--- src/rtl/iopq_pkg.sv ---
// Shared types and constants for the iteration-ordered priority queue.
// Used by iopq_ctrl, iopq_datapath and iteration_ordered_priority_queue.
`default_nettype none

package iopq_pkg;

   localparam int DEPTH        = 16;
   localparam int KEY_BITS     = 16;
   localparam int PAYLOAD_BITS = 16;
   localparam int COUNT_BITS   = $clog2(DEPTH + 1);

   localparam logic [1:0] ACT_PUT  = 2'd0;
   localparam logic [1:0] ACT_GET  = 2'd1;
   localparam logic [1:0] ACT_PEEK = 2'd2;

   localparam logic [1:0] ST_OK    = 2'd0;
   localparam logic [1:0] ST_EMPTY = 2'd1;
   localparam logic [1:0] ST_FULL  = 2'd2;

   typedef enum logic {
      CTL_IDLE,
      CTL_RESPOND
   } ctl_state_type;

   // Commands from the controller to the datapath.
   typedef struct packed {
      logic push;       // insert the request entry in key order
      logic pop;        // drop the head, shift the rest up
      logic load_rsp;   // capture a new result
      logic show_head;  // result carries the head, else zeros
   } dp_cmd_type;

   // Status from the datapath to the controller.
   typedef struct packed {
      logic empty;
      logic full;
   } dp_status_type;

endpackage

`default_nettype wire

--- src/rtl/iteration_ordered_priority_queue.sv ---
// Top level of the iteration-ordered priority queue.
// Instantiates iopq_ctrl and iopq_datapath; depends on iopq_pkg.
//
// A bounded queue of 16 entries kept sorted by key, largest first, in a row
// of shift-register cells that each compare their own key in parallel. One
// item is taken per cycle: busy stays low, and the result of an item accepted
// at one clock edge is on the rsp_ ports, with rsp_strobe high, for exactly
// the following cycle. The receiver cannot stall, so it must take every
// result in that cycle. A put returns status success or full with zero key
// and payload; a get or peek returns the head, or status empty with zeros.
`default_nettype none

module iteration_ordered_priority_queue (
   input  wire logic                              clock,
   input  wire logic                              reset,
   input  wire logic                              start,
   output      logic                              busy,
   input  wire logic [1:0]                        req_action,
   input  wire logic [iopq_pkg::KEY_BITS-1:0]     req_key_in,
   input  wire logic [iopq_pkg::PAYLOAD_BITS-1:0] req_payload_in,
   output      logic                              rsp_strobe,
   output      logic [1:0]                        rsp_status,
   output      logic [iopq_pkg::KEY_BITS-1:0]     rsp_key_out,
   output      logic [iopq_pkg::PAYLOAD_BITS-1:0] rsp_payload_out
);
   import iopq_pkg::*;

   dp_cmd_type    dp_cmd;
   dp_status_type dp_status;

   iopq_ctrl u_ctrl (
      .clock      (clock),
      .reset      (reset),
      .start      (start),
      .action     (req_action),
      .dp_status  (dp_status),
      .cmd        (dp_cmd),
      .busy       (busy),
      .rsp_strobe (rsp_strobe),
      .rsp_status (rsp_status)
   );

   iopq_datapath u_datapath (
      .clock       (clock),
      .reset       (reset),
      .cmd         (dp_cmd),
      .key_in      (req_key_in),
      .payload_in  (req_payload_in),
      .status      (dp_status),
      .key_out     (rsp_key_out),
      .payload_out (rsp_payload_out)
   );

endmodule

`default_nettype wire

--- src/rtl/iopq_datapath.sv ---
// Datapath of the priority queue: a sorted shift-register of entries,
// the entry count and the result registers. Depends on iopq_pkg.
`default_nettype none

module iopq_datapath (
   input  wire logic                              clock,
   input  wire logic                              reset,
   input  wire iopq_pkg::dp_cmd_type              cmd,
   input  wire logic [iopq_pkg::KEY_BITS-1:0]     key_in,
   input  wire logic [iopq_pkg::PAYLOAD_BITS-1:0] payload_in,
   output      iopq_pkg::dp_status_type           status,
   output      logic [iopq_pkg::KEY_BITS-1:0]     key_out,
   output      logic [iopq_pkg::PAYLOAD_BITS-1:0] payload_out
);
   import iopq_pkg::*;

   logic [KEY_BITS-1:0]     cell_key_ff [DEPTH];
   logic [KEY_BITS-1:0]     cell_key_in [DEPTH];
   logic [PAYLOAD_BITS-1:0] cell_pay_ff [DEPTH];
   logic [PAYLOAD_BITS-1:0] cell_pay_in [DEPTH];
   logic [DEPTH-1:0]        greater;
   logic [COUNT_BITS-1:0]   count_ff;
   logic [COUNT_BITS-1:0]   count_in;
   logic [KEY_BITS-1:0]     rsp_key_ff;
   logic [KEY_BITS-1:0]     rsp_key_in;
   logic [PAYLOAD_BITS-1:0] rsp_pay_ff;
   logic [PAYLOAD_BITS-1:0] rsp_pay_in;

   assign status.empty = (count_ff == '0);
   assign status.full  = (count_ff == COUNT_BITS'(DEPTH));

   // Each cell compares its own key against the new one. Because the cells
   // are sorted, the set of cells holding a greater key is a prefix.
   always_comb begin
      for (int i = 0; i < DEPTH; i++) begin
         greater[i] = (COUNT_BITS'(i) < count_ff) && (cell_key_ff[i] > key_in);
      end
   end

   always_comb begin
      for (int i = 0; i < DEPTH; i++) begin
         cell_key_in[i] = cell_key_ff[i];
         cell_pay_in[i] = cell_pay_ff[i];
         if (cmd.push) begin
            if (!greater[i]) begin
               if (i == 0 || greater[(i == 0) ? 0 : i - 1]) begin
                  cell_key_in[i] = key_in;
                  cell_pay_in[i] = payload_in;
               end else begin
                  cell_key_in[i] = cell_key_ff[(i == 0) ? 0 : i - 1];
                  cell_pay_in[i] = cell_pay_ff[(i == 0) ? 0 : i - 1];
               end
            end
         end else if (cmd.pop && i < DEPTH - 1) begin
            cell_key_in[i] = cell_key_ff[(i < DEPTH - 1) ? i + 1 : i];
            cell_pay_in[i] = cell_pay_ff[(i < DEPTH - 1) ? i + 1 : i];
         end
      end
   end

   always_comb begin
      count_in = count_ff;
      if (cmd.push) begin
         count_in = count_ff + COUNT_BITS'(1);
      end else if (cmd.pop) begin
         count_in = count_ff - COUNT_BITS'(1);
      end
   end

   always_comb begin
      rsp_key_in = rsp_key_ff;
      rsp_pay_in = rsp_pay_ff;
      if (cmd.load_rsp) begin
         rsp_key_in = cmd.show_head ? cell_key_ff[0] : '0;
         rsp_pay_in = cmd.show_head ? cell_pay_ff[0] : '0;
      end
   end

   always_ff @(posedge clock) begin
      if (reset) begin
         count_ff <= '0;
      end else begin
         count_ff <= count_in;
      end
   end

   always_ff @(posedge clock) begin
      for (int i = 0; i < DEPTH; i++) begin
         cell_key_ff[i] <= cell_key_in[i];
         cell_pay_ff[i] <= cell_pay_in[i];
      end
      rsp_key_ff <= rsp_key_in;
      rsp_pay_ff <= rsp_pay_in;
   end

   assign key_out     = rsp_key_ff;
   assign payload_out = rsp_pay_ff;

endmodule

`default_nettype wire

--- src/rtl/iopq_ctrl.sv ---
// Controller of the priority queue: decodes each request into datapath
// commands and sequences the result strobe and status. Depends on iopq_pkg.
`default_nettype none

module iopq_ctrl (
   input  wire logic                    clock,
   input  wire logic                    reset,
   input  wire logic                    start,
   input  wire logic [1:0]              action,
   input  wire iopq_pkg::dp_status_type dp_status,
   output      iopq_pkg::dp_cmd_type    cmd,
   output      logic                    busy,
   output      logic                    rsp_strobe,
   output      logic [1:0]              rsp_status
);
   import iopq_pkg::*;

   ctl_state_type state_ff;
   ctl_state_type state_in;
   logic [1:0]    status_ff;
   logic [1:0]    status_in;
   logic          accept;
   logic          is_put;
   logic          is_get;

   // A new item is taken every cycle; the result of the previous one is
   // shown while the next is being worked on.
   assign busy   = 1'b0;
   assign accept = start && !busy;
   assign is_put = (action == ACT_PUT);
   // Only the ACT_GET code is a get; the unused code acts as a peek.
   assign is_get = (action == ACT_GET);

   always_comb begin
      cmd.push      = accept && is_put && !dp_status.full;
      cmd.pop       = accept && is_get && !dp_status.empty;
      cmd.load_rsp  = accept;
      cmd.show_head = !is_put && !dp_status.empty;

      status_in = status_ff;
      if (accept) begin
         if (is_put) begin
            status_in = dp_status.full ? ST_FULL : ST_OK;
         end else begin
            status_in = dp_status.empty ? ST_EMPTY : ST_OK;
         end
      end

      case (state_ff)
         CTL_IDLE: begin
            state_in = accept ? CTL_RESPOND : CTL_IDLE;
         end
         CTL_RESPOND: begin
            state_in = accept ? CTL_RESPOND : CTL_IDLE;
         end
         default: begin
            state_in = CTL_IDLE;
         end
      endcase
   end

   always_ff @(posedge clock) begin
      if (reset) begin
         state_ff  <= CTL_IDLE;
         status_ff <= ST_OK;
      end else begin
         state_ff  <= state_in;
         status_ff <= status_in;
      end
   end

   assign rsp_strobe = (state_ff == CTL_RESPOND);
   assign rsp_status = status_ff;

endmodule

`default_nettype wire
--- config.mk ---
export PLATFORM = sky130hd
export DESIGN_NAME = iteration_ordered_priority_queue
export DESIGN_NICKNAME = d
export VERILOG_FILES = /design/src/rtl/iopq_pkg.sv /design/src/rtl/iteration_ordered_priority_queue.sv /design/src/rtl/iopq_datapath.sv /design/src/rtl/iopq_ctrl.sv
export SDC_FILE = /design/constraint.sdc
export NUM_CORES = 2
export LEC_CHECK = 0
export ABC_CLOCK_PERIOD_IN_PS = 12200
export BUFFER_PORTS_ARGS = -buffer_cell sky130_fd_sc_hd__buf_2
export CORE_MARGIN = 2
export CORE_UTILIZATION = 58
export CTS_BUF_LIST = sky130_fd_sc_hd__clkbuf_4 sky130_fd_sc_hd__clkbuf_8
export DETAILED_ROUTE_END_ITERATION = 10
export PLACE_DENSITY_LB_ADDON = 0.05
export SLEW_MARGIN = 10
export SYNTH_ARGS = -nofsm -noshare
export SYNTH_HDL_FRONTEND = slang
export SYNTH_SLANG_ARGS = --single-unit
export TNS_END_PERCENT = 10
--- constraint.sdc ---
create_clock -name clock -period 12.2 [get_ports clock]
set_input_delay 0.61 -clock clock [delete_from_list [all_inputs] [get_ports clock]]
set_output_delay 0.61 -clock clock [all_outputs]
set_load 0.02 [all_outputs]
# Word level (Yosys, flattened, before mapping)
# Memory sizes are Yosys's and may differ from the RTL's.
# Cells that the tools add are included.
[word_totals]
out_inout_bits = 36
memories = 2
wordCells = 200
input_bits = 37
reg_bits = 40
ramBits = 512
[memory_table]
columns = ["name", "words", "width", "rd", "rd_clocked_by_memory_dff", "wr", "line_no", "text"]
rows = [
  ["u_datapath.cell_key_ff", 16, 16, 16, 0, 16, "iopq_datapath.sv:17", "logic [KEY_BITS-1:0] cell_key_ff [DEPTH];"],
  ["u_datapath.cell_pay_ff", 16, 16, 16, 0, 16, "iopq_datapath.sv:19", "logic [PAYLOAD_BITS-1:0] cell_pay_ff [DEPTH];"],
]
[classes]
n_lt_le_gt_ge = 32
eq_ne = 2
n_reduce_logical = 27
n_addsub = 2
n_mux = 130
[ops]
columns = ["op", "n"]
rows = [
  ["two-way mux 16 bit", 124],
  ["> comparator 16 bit", 16],
  ["< comparator 4 x 5 -> 1 bit, first input constant", 8],
  ["logical AND 1 bit", 21],
  ["< comparator 3 x 5 -> 1 bit, first input constant", 4],
  ["< comparator 1 x 5 -> 1 bit, first input constant", 2],
  ["< comparator 2 x 5 -> 1 bit, first input constant", 2],
  ["two-way mux 5 bit", 2],
  ["adder 5 x 1 -> 5 bit, second input constant", 1],
  ["== test 5 bit, second input constant", 1],
  ["zero test 5 bit", 1],
  ["subtractor 5 x 1 -> 5 bit, second input constant", 1],
  ["two-way mux 2 bit", 2],
  ["zero test 1 bit", 3],
  ["== test 2 x 1 -> 1 bit, second input constant", 1],
  ["zero test 2 bit", 1],
  ["two-way mux 1 bit", 2],
  ["nonzero test 2 bit", 1],
]

# Logic depth before layout (Yosys ltp)
# An unclocked memory read counts as a cell.
[depth]
ltp_word = 6
ltp_mapped = 11
depth_no_buf = 8

# Modules after synthesis
# From an unflattened synthesis, not the netlist that was laid out.
[unflattened]
hier_cells = 3337
hier_area_um2 = 32929.1
[modules_own_cells]
columns = ["module", "instances", "cells_each", "area_per_inst_um2", "seq_area_each_um2"]
rows = [
  ["iopq_datapath", 1, 3320, 32765.2, 16435.8],
  ["iopq_ctrl", 1, 17, 163.9, 60.1],
]

# Worst setup path after synthesis
# OpenSTA, ideal clock, no wires.
[synth_timing]
path_type = "input to register"
from = "input port req_key_in[14] (netlist bit)"
to = "memory u_datapath.cell_key_ff[1][0] (enable)"
path_buffers = 2
arrival_ps = 5066
stages = 9
t_required_ps = 11734
slack_ps = 6669
setup_ps = 466
cell_sequence = "clkbuf_1 > inv_1 > ha_1 > nand4_1 > or4_1 > o21ai_0 > a31oi_4 > buf_6 > o21ai_0"
[synth_rtl]
columns = ["item", "line_no", "text"]
rows = [
  ["start: declaration", "iteration_ordered_priority_queue.sv:19", "input wire logic [iopq_pkg::KEY_BITS-1:0] req_key_in,"],
  ["end: declaration", "iopq_datapath.sv:17", ""],
]

==> flow_metrics.py <==
metrics = {
    "critical_path": {
        "worstPathArrival_ps": 4660,
        "cp_slowest_cell": "buf_4",
        "crit_top_cell": "buf_4",
        "cp-end-kind": "register",
        "crit_type": "reg2reg",
        "worstPathMaxFanout": 100,
        "path_cells": "inv_1, ha_1, nor3b_1, a21o_4, buf_4, buf_4, o21ai_0",
        "worstSetupStartpointType": "register",
        "crit_required_ps": 12600,
        "cpPeakStageDelay_ps": 870,
    },
    "detailed_routing": {
        "drt_wl_total_mm": 90.2,
        "num_vias": 24500,
        "wire_per_inst_um": 23.2,
        "drtPass1Iterations": 5,
        "first_iter_violations": 2021,
        "ant_nets": 0,
        "via_per_inst": 6.30,
        "drc": 0,
    },
    "cts": {
        "clockBufferDepth": 3,
        "cts_tree": "done",
        "cts-htree-levels": 3,
        "insertion_delay_ps": 690,
        "clockRootBuffer": "clkbuf_8",
        "ctsHoldBuffers": 0,
        "cts_resized": 0,
        "cts_buffers": 97,
        "post_cts_buffers": 0,
        "cts_sinks": 552,
        "clk_pin_slew_ps": 70,
    },
    "yosys": {
        "synth_cell_types": 61,
        "synth_seq_cells": 552,
        "synth_area_per_cell_um2": 10.8,
        "synth_fp_nets": 3343,
        "syn_inst": 3047,
        "synth_warnings": 0,
        "synth_most_common_cell": "edfxtp_1",
        "yosysTopAreaCellShare": 0.496,
        "synth-async-reset-ratio": 0,
        "synth_top_flop_cell": "edfxtp_1",
        "synth-edff-count": 544,
        "synth_top_area_cell": "edfxtp_1",
        "synth-seq-area-share": 0.501,
        "netlist_top_cells_area": "edfxtp_1, mux2i_1, ha_1",
        "yosys-top-cells-count": "edfxtp_1, mux2i_1, nand2_1",
        "syn_area_um2": 32900,
    },
    "outcome": {
        "status": "completed",
    },
    "timing": {
        "max_freq_mhz": 235,
        "hold_ws_ps": 190,
        "setup_viol": 0,
        "rsz0062_at_grt": "false",
        "period_needed_ps": 4260,
        "timing.setup.tns_ps": 0,
        "final-max-slew-violation-count": 0,
        "fin_crit_sh": 0.349,
        "hold_viol": 0,
        "timing.slew.headroom": 0.231,
        "finalClockSkew_ps": 38.9,
        "worst_slew_pin_slew_ps": 1150,
    },
    "global_route": {
        "grt_pass1_vias": 25200,
        "grt_max_degree": 178,
        "antenna_found_initial": 6,
        "grt_overflow": 0,
        "grtUsageTotal": 0.303,
        "grt_pass1_wl_mm": 140,
    },
    "power_and_ir_drop": {
        "vdd_drop_max_mv": 0.110,
        "total_power_uw": 4720,
        "p_leak_uw": 0.0137,
        "p_per_area_nw_per_um2": 131,
    },
    "floorplan": {
        "core_area_um2": 56300,
        "initial_core_util": 0.585,
        "die-area_um2": 58700,
        "io_pins": 73,
        "die_y_um": 242,
        "die_w_um": 242,
        "num_rows": 87,
    },
    "finish": {
        "finalNetCount": 3356,
        "drive_gt1_frac": 0.106,
        "areaGrowthSynthToFinish_pct": 9.04,
        "fillCellCount": 4592,
    },
    "run": {
        "max_cap_violations": 0,
    },
    "placement": {
        "port_buffers": 71,
        "gp_congestion": 0.923,
        "place_hpwl_mm": 62.7,
    },
    "min_path": {
        "hold_path.class": "in2reg",
    },
}
metrics by stage:
step           worst slack (ps)  instances  utilization  area, um2
6_report                   7940       3888        0.637      35900
5_1_grt                    7590       3887        0.637      35900
4_1_cts                    7950       3887        0.637      35900
2_1_floorplan              6670       3047            -      32900
3_5_place_dp               7420       3717        0.603      34000
3_3_place_gp               7600       3717        0.603      34000
worst max-delay path, delay by kind of cell (launching register included):
| kind | cells | cell delay [ps] |
|---|---|---|
| buf+inv | 3 | 1580 |
| compound gates | 2 | 1040 |
| simple gates | 1 | 630 |
| flops | 1 | 490 |
| fa+ha+maj | 1 | 170 |
layout make-up:
type / count / area, um2 / area share
flip-flops and latches: 552 / 16500 / 0.460
multi-input cells: 2247 / 15600 / 0.435
clock buffers: 123 / 1540 / 0.0428
well taps: 756 / 946 / 0.0264
repair buffers: 122 / 751 / 0.0209
clock inverters: 47 / 377 / 0.0105
inverters: 40 / 150 / 0.00419
diodes: 1 / 2.50 / 0.0000698
sequential cells by signal, indices dropped and copies added, names as in the netlist:
| register | flops |
|---|---|
| u_datapath.payload_out | 16 |
| u_datapath.cell_key_ff | 256 |
| u_datapath.cell_pay_ff | 256 |
| u_datapath.key_out | 16 |
| u_ctrl.rsp_status | 2 |
| u_ctrl.rsp_strobe | 1 |
| u_datapath.count_ff | 5 |
per-layer routing:
layer,global-route usage,vias up,share of wire
li1,-,11400,-
met4,0.0853,8,0.022
met2,0.517,755,0.49
met3,0.0439,157,0.058
met5,0,-,0.00049
met1,0.405,12200,0.43
final timing paths:
check                               from                        endpoint  slack (ps)  cells after the start
setup / recovery  u_datapath.count_ff[1]  u_datapath.cell_key_ff[11][13]        7940                      7
hold / removal                     reset            u_ctrl.rsp_status[0]         190                      2
setup reg to reg  u_datapath.count_ff[1]  u_datapath.cell_key_ff[11][13]        7940                      7
hold reg to reg     u_ctrl.rsp_status[1]            u_ctrl.rsp_status[1]         480                      2
cell families (layout without fill, tap and decap cells):
| family | after synthesis | in the layout | share of synthesized area |
|---|---|---|---|
| fa+ha+maj | 259 | 259 | 0.0985 |
| xor+xnor | 4 | 4 | 0.00106 |
| flops | 552 | 552 | 0.501 |
| mux | 448 | 448 | 0.138 |
| other cells | 1 | 2 | 0.000114 |
| buf+inv | 248 | 332 | 0.0320 |
| compound gates | 770 | 770 | 0.131 |
| simple gates | 765 | 765 | 0.0985 |
placed cells by master, fill, tap and decap left out, drive strengths merged, types with 6 or more instances in the layout:
cell,instances
nand2,344
mux2i,416
nand3,20
buf,122
clkinv,37
nor3,7
nor4,11
nor2b,16
a2bb2oi,6
o21a,6
dfxtp,8
and2,33
a21o,18
clkbuf,123
o21ai,322
a211oi,16
ha,259
nor2,268
mux2,32
inv,44
nand4,46
a21oi,310
bufinv,6
a31oi,42
edfxtp,544
o211ai,13
where the power goes:
group          internal (uW)  switching (uW)  leakage, uW  total [uW]
logic                    227             430      0.00756         657
clock network            952             801      0.00101        1750
registers               2230            78.3      0.00511        2310
total                   3410            1310       0.0137        4720
Power figures use the tool's default switching activity.
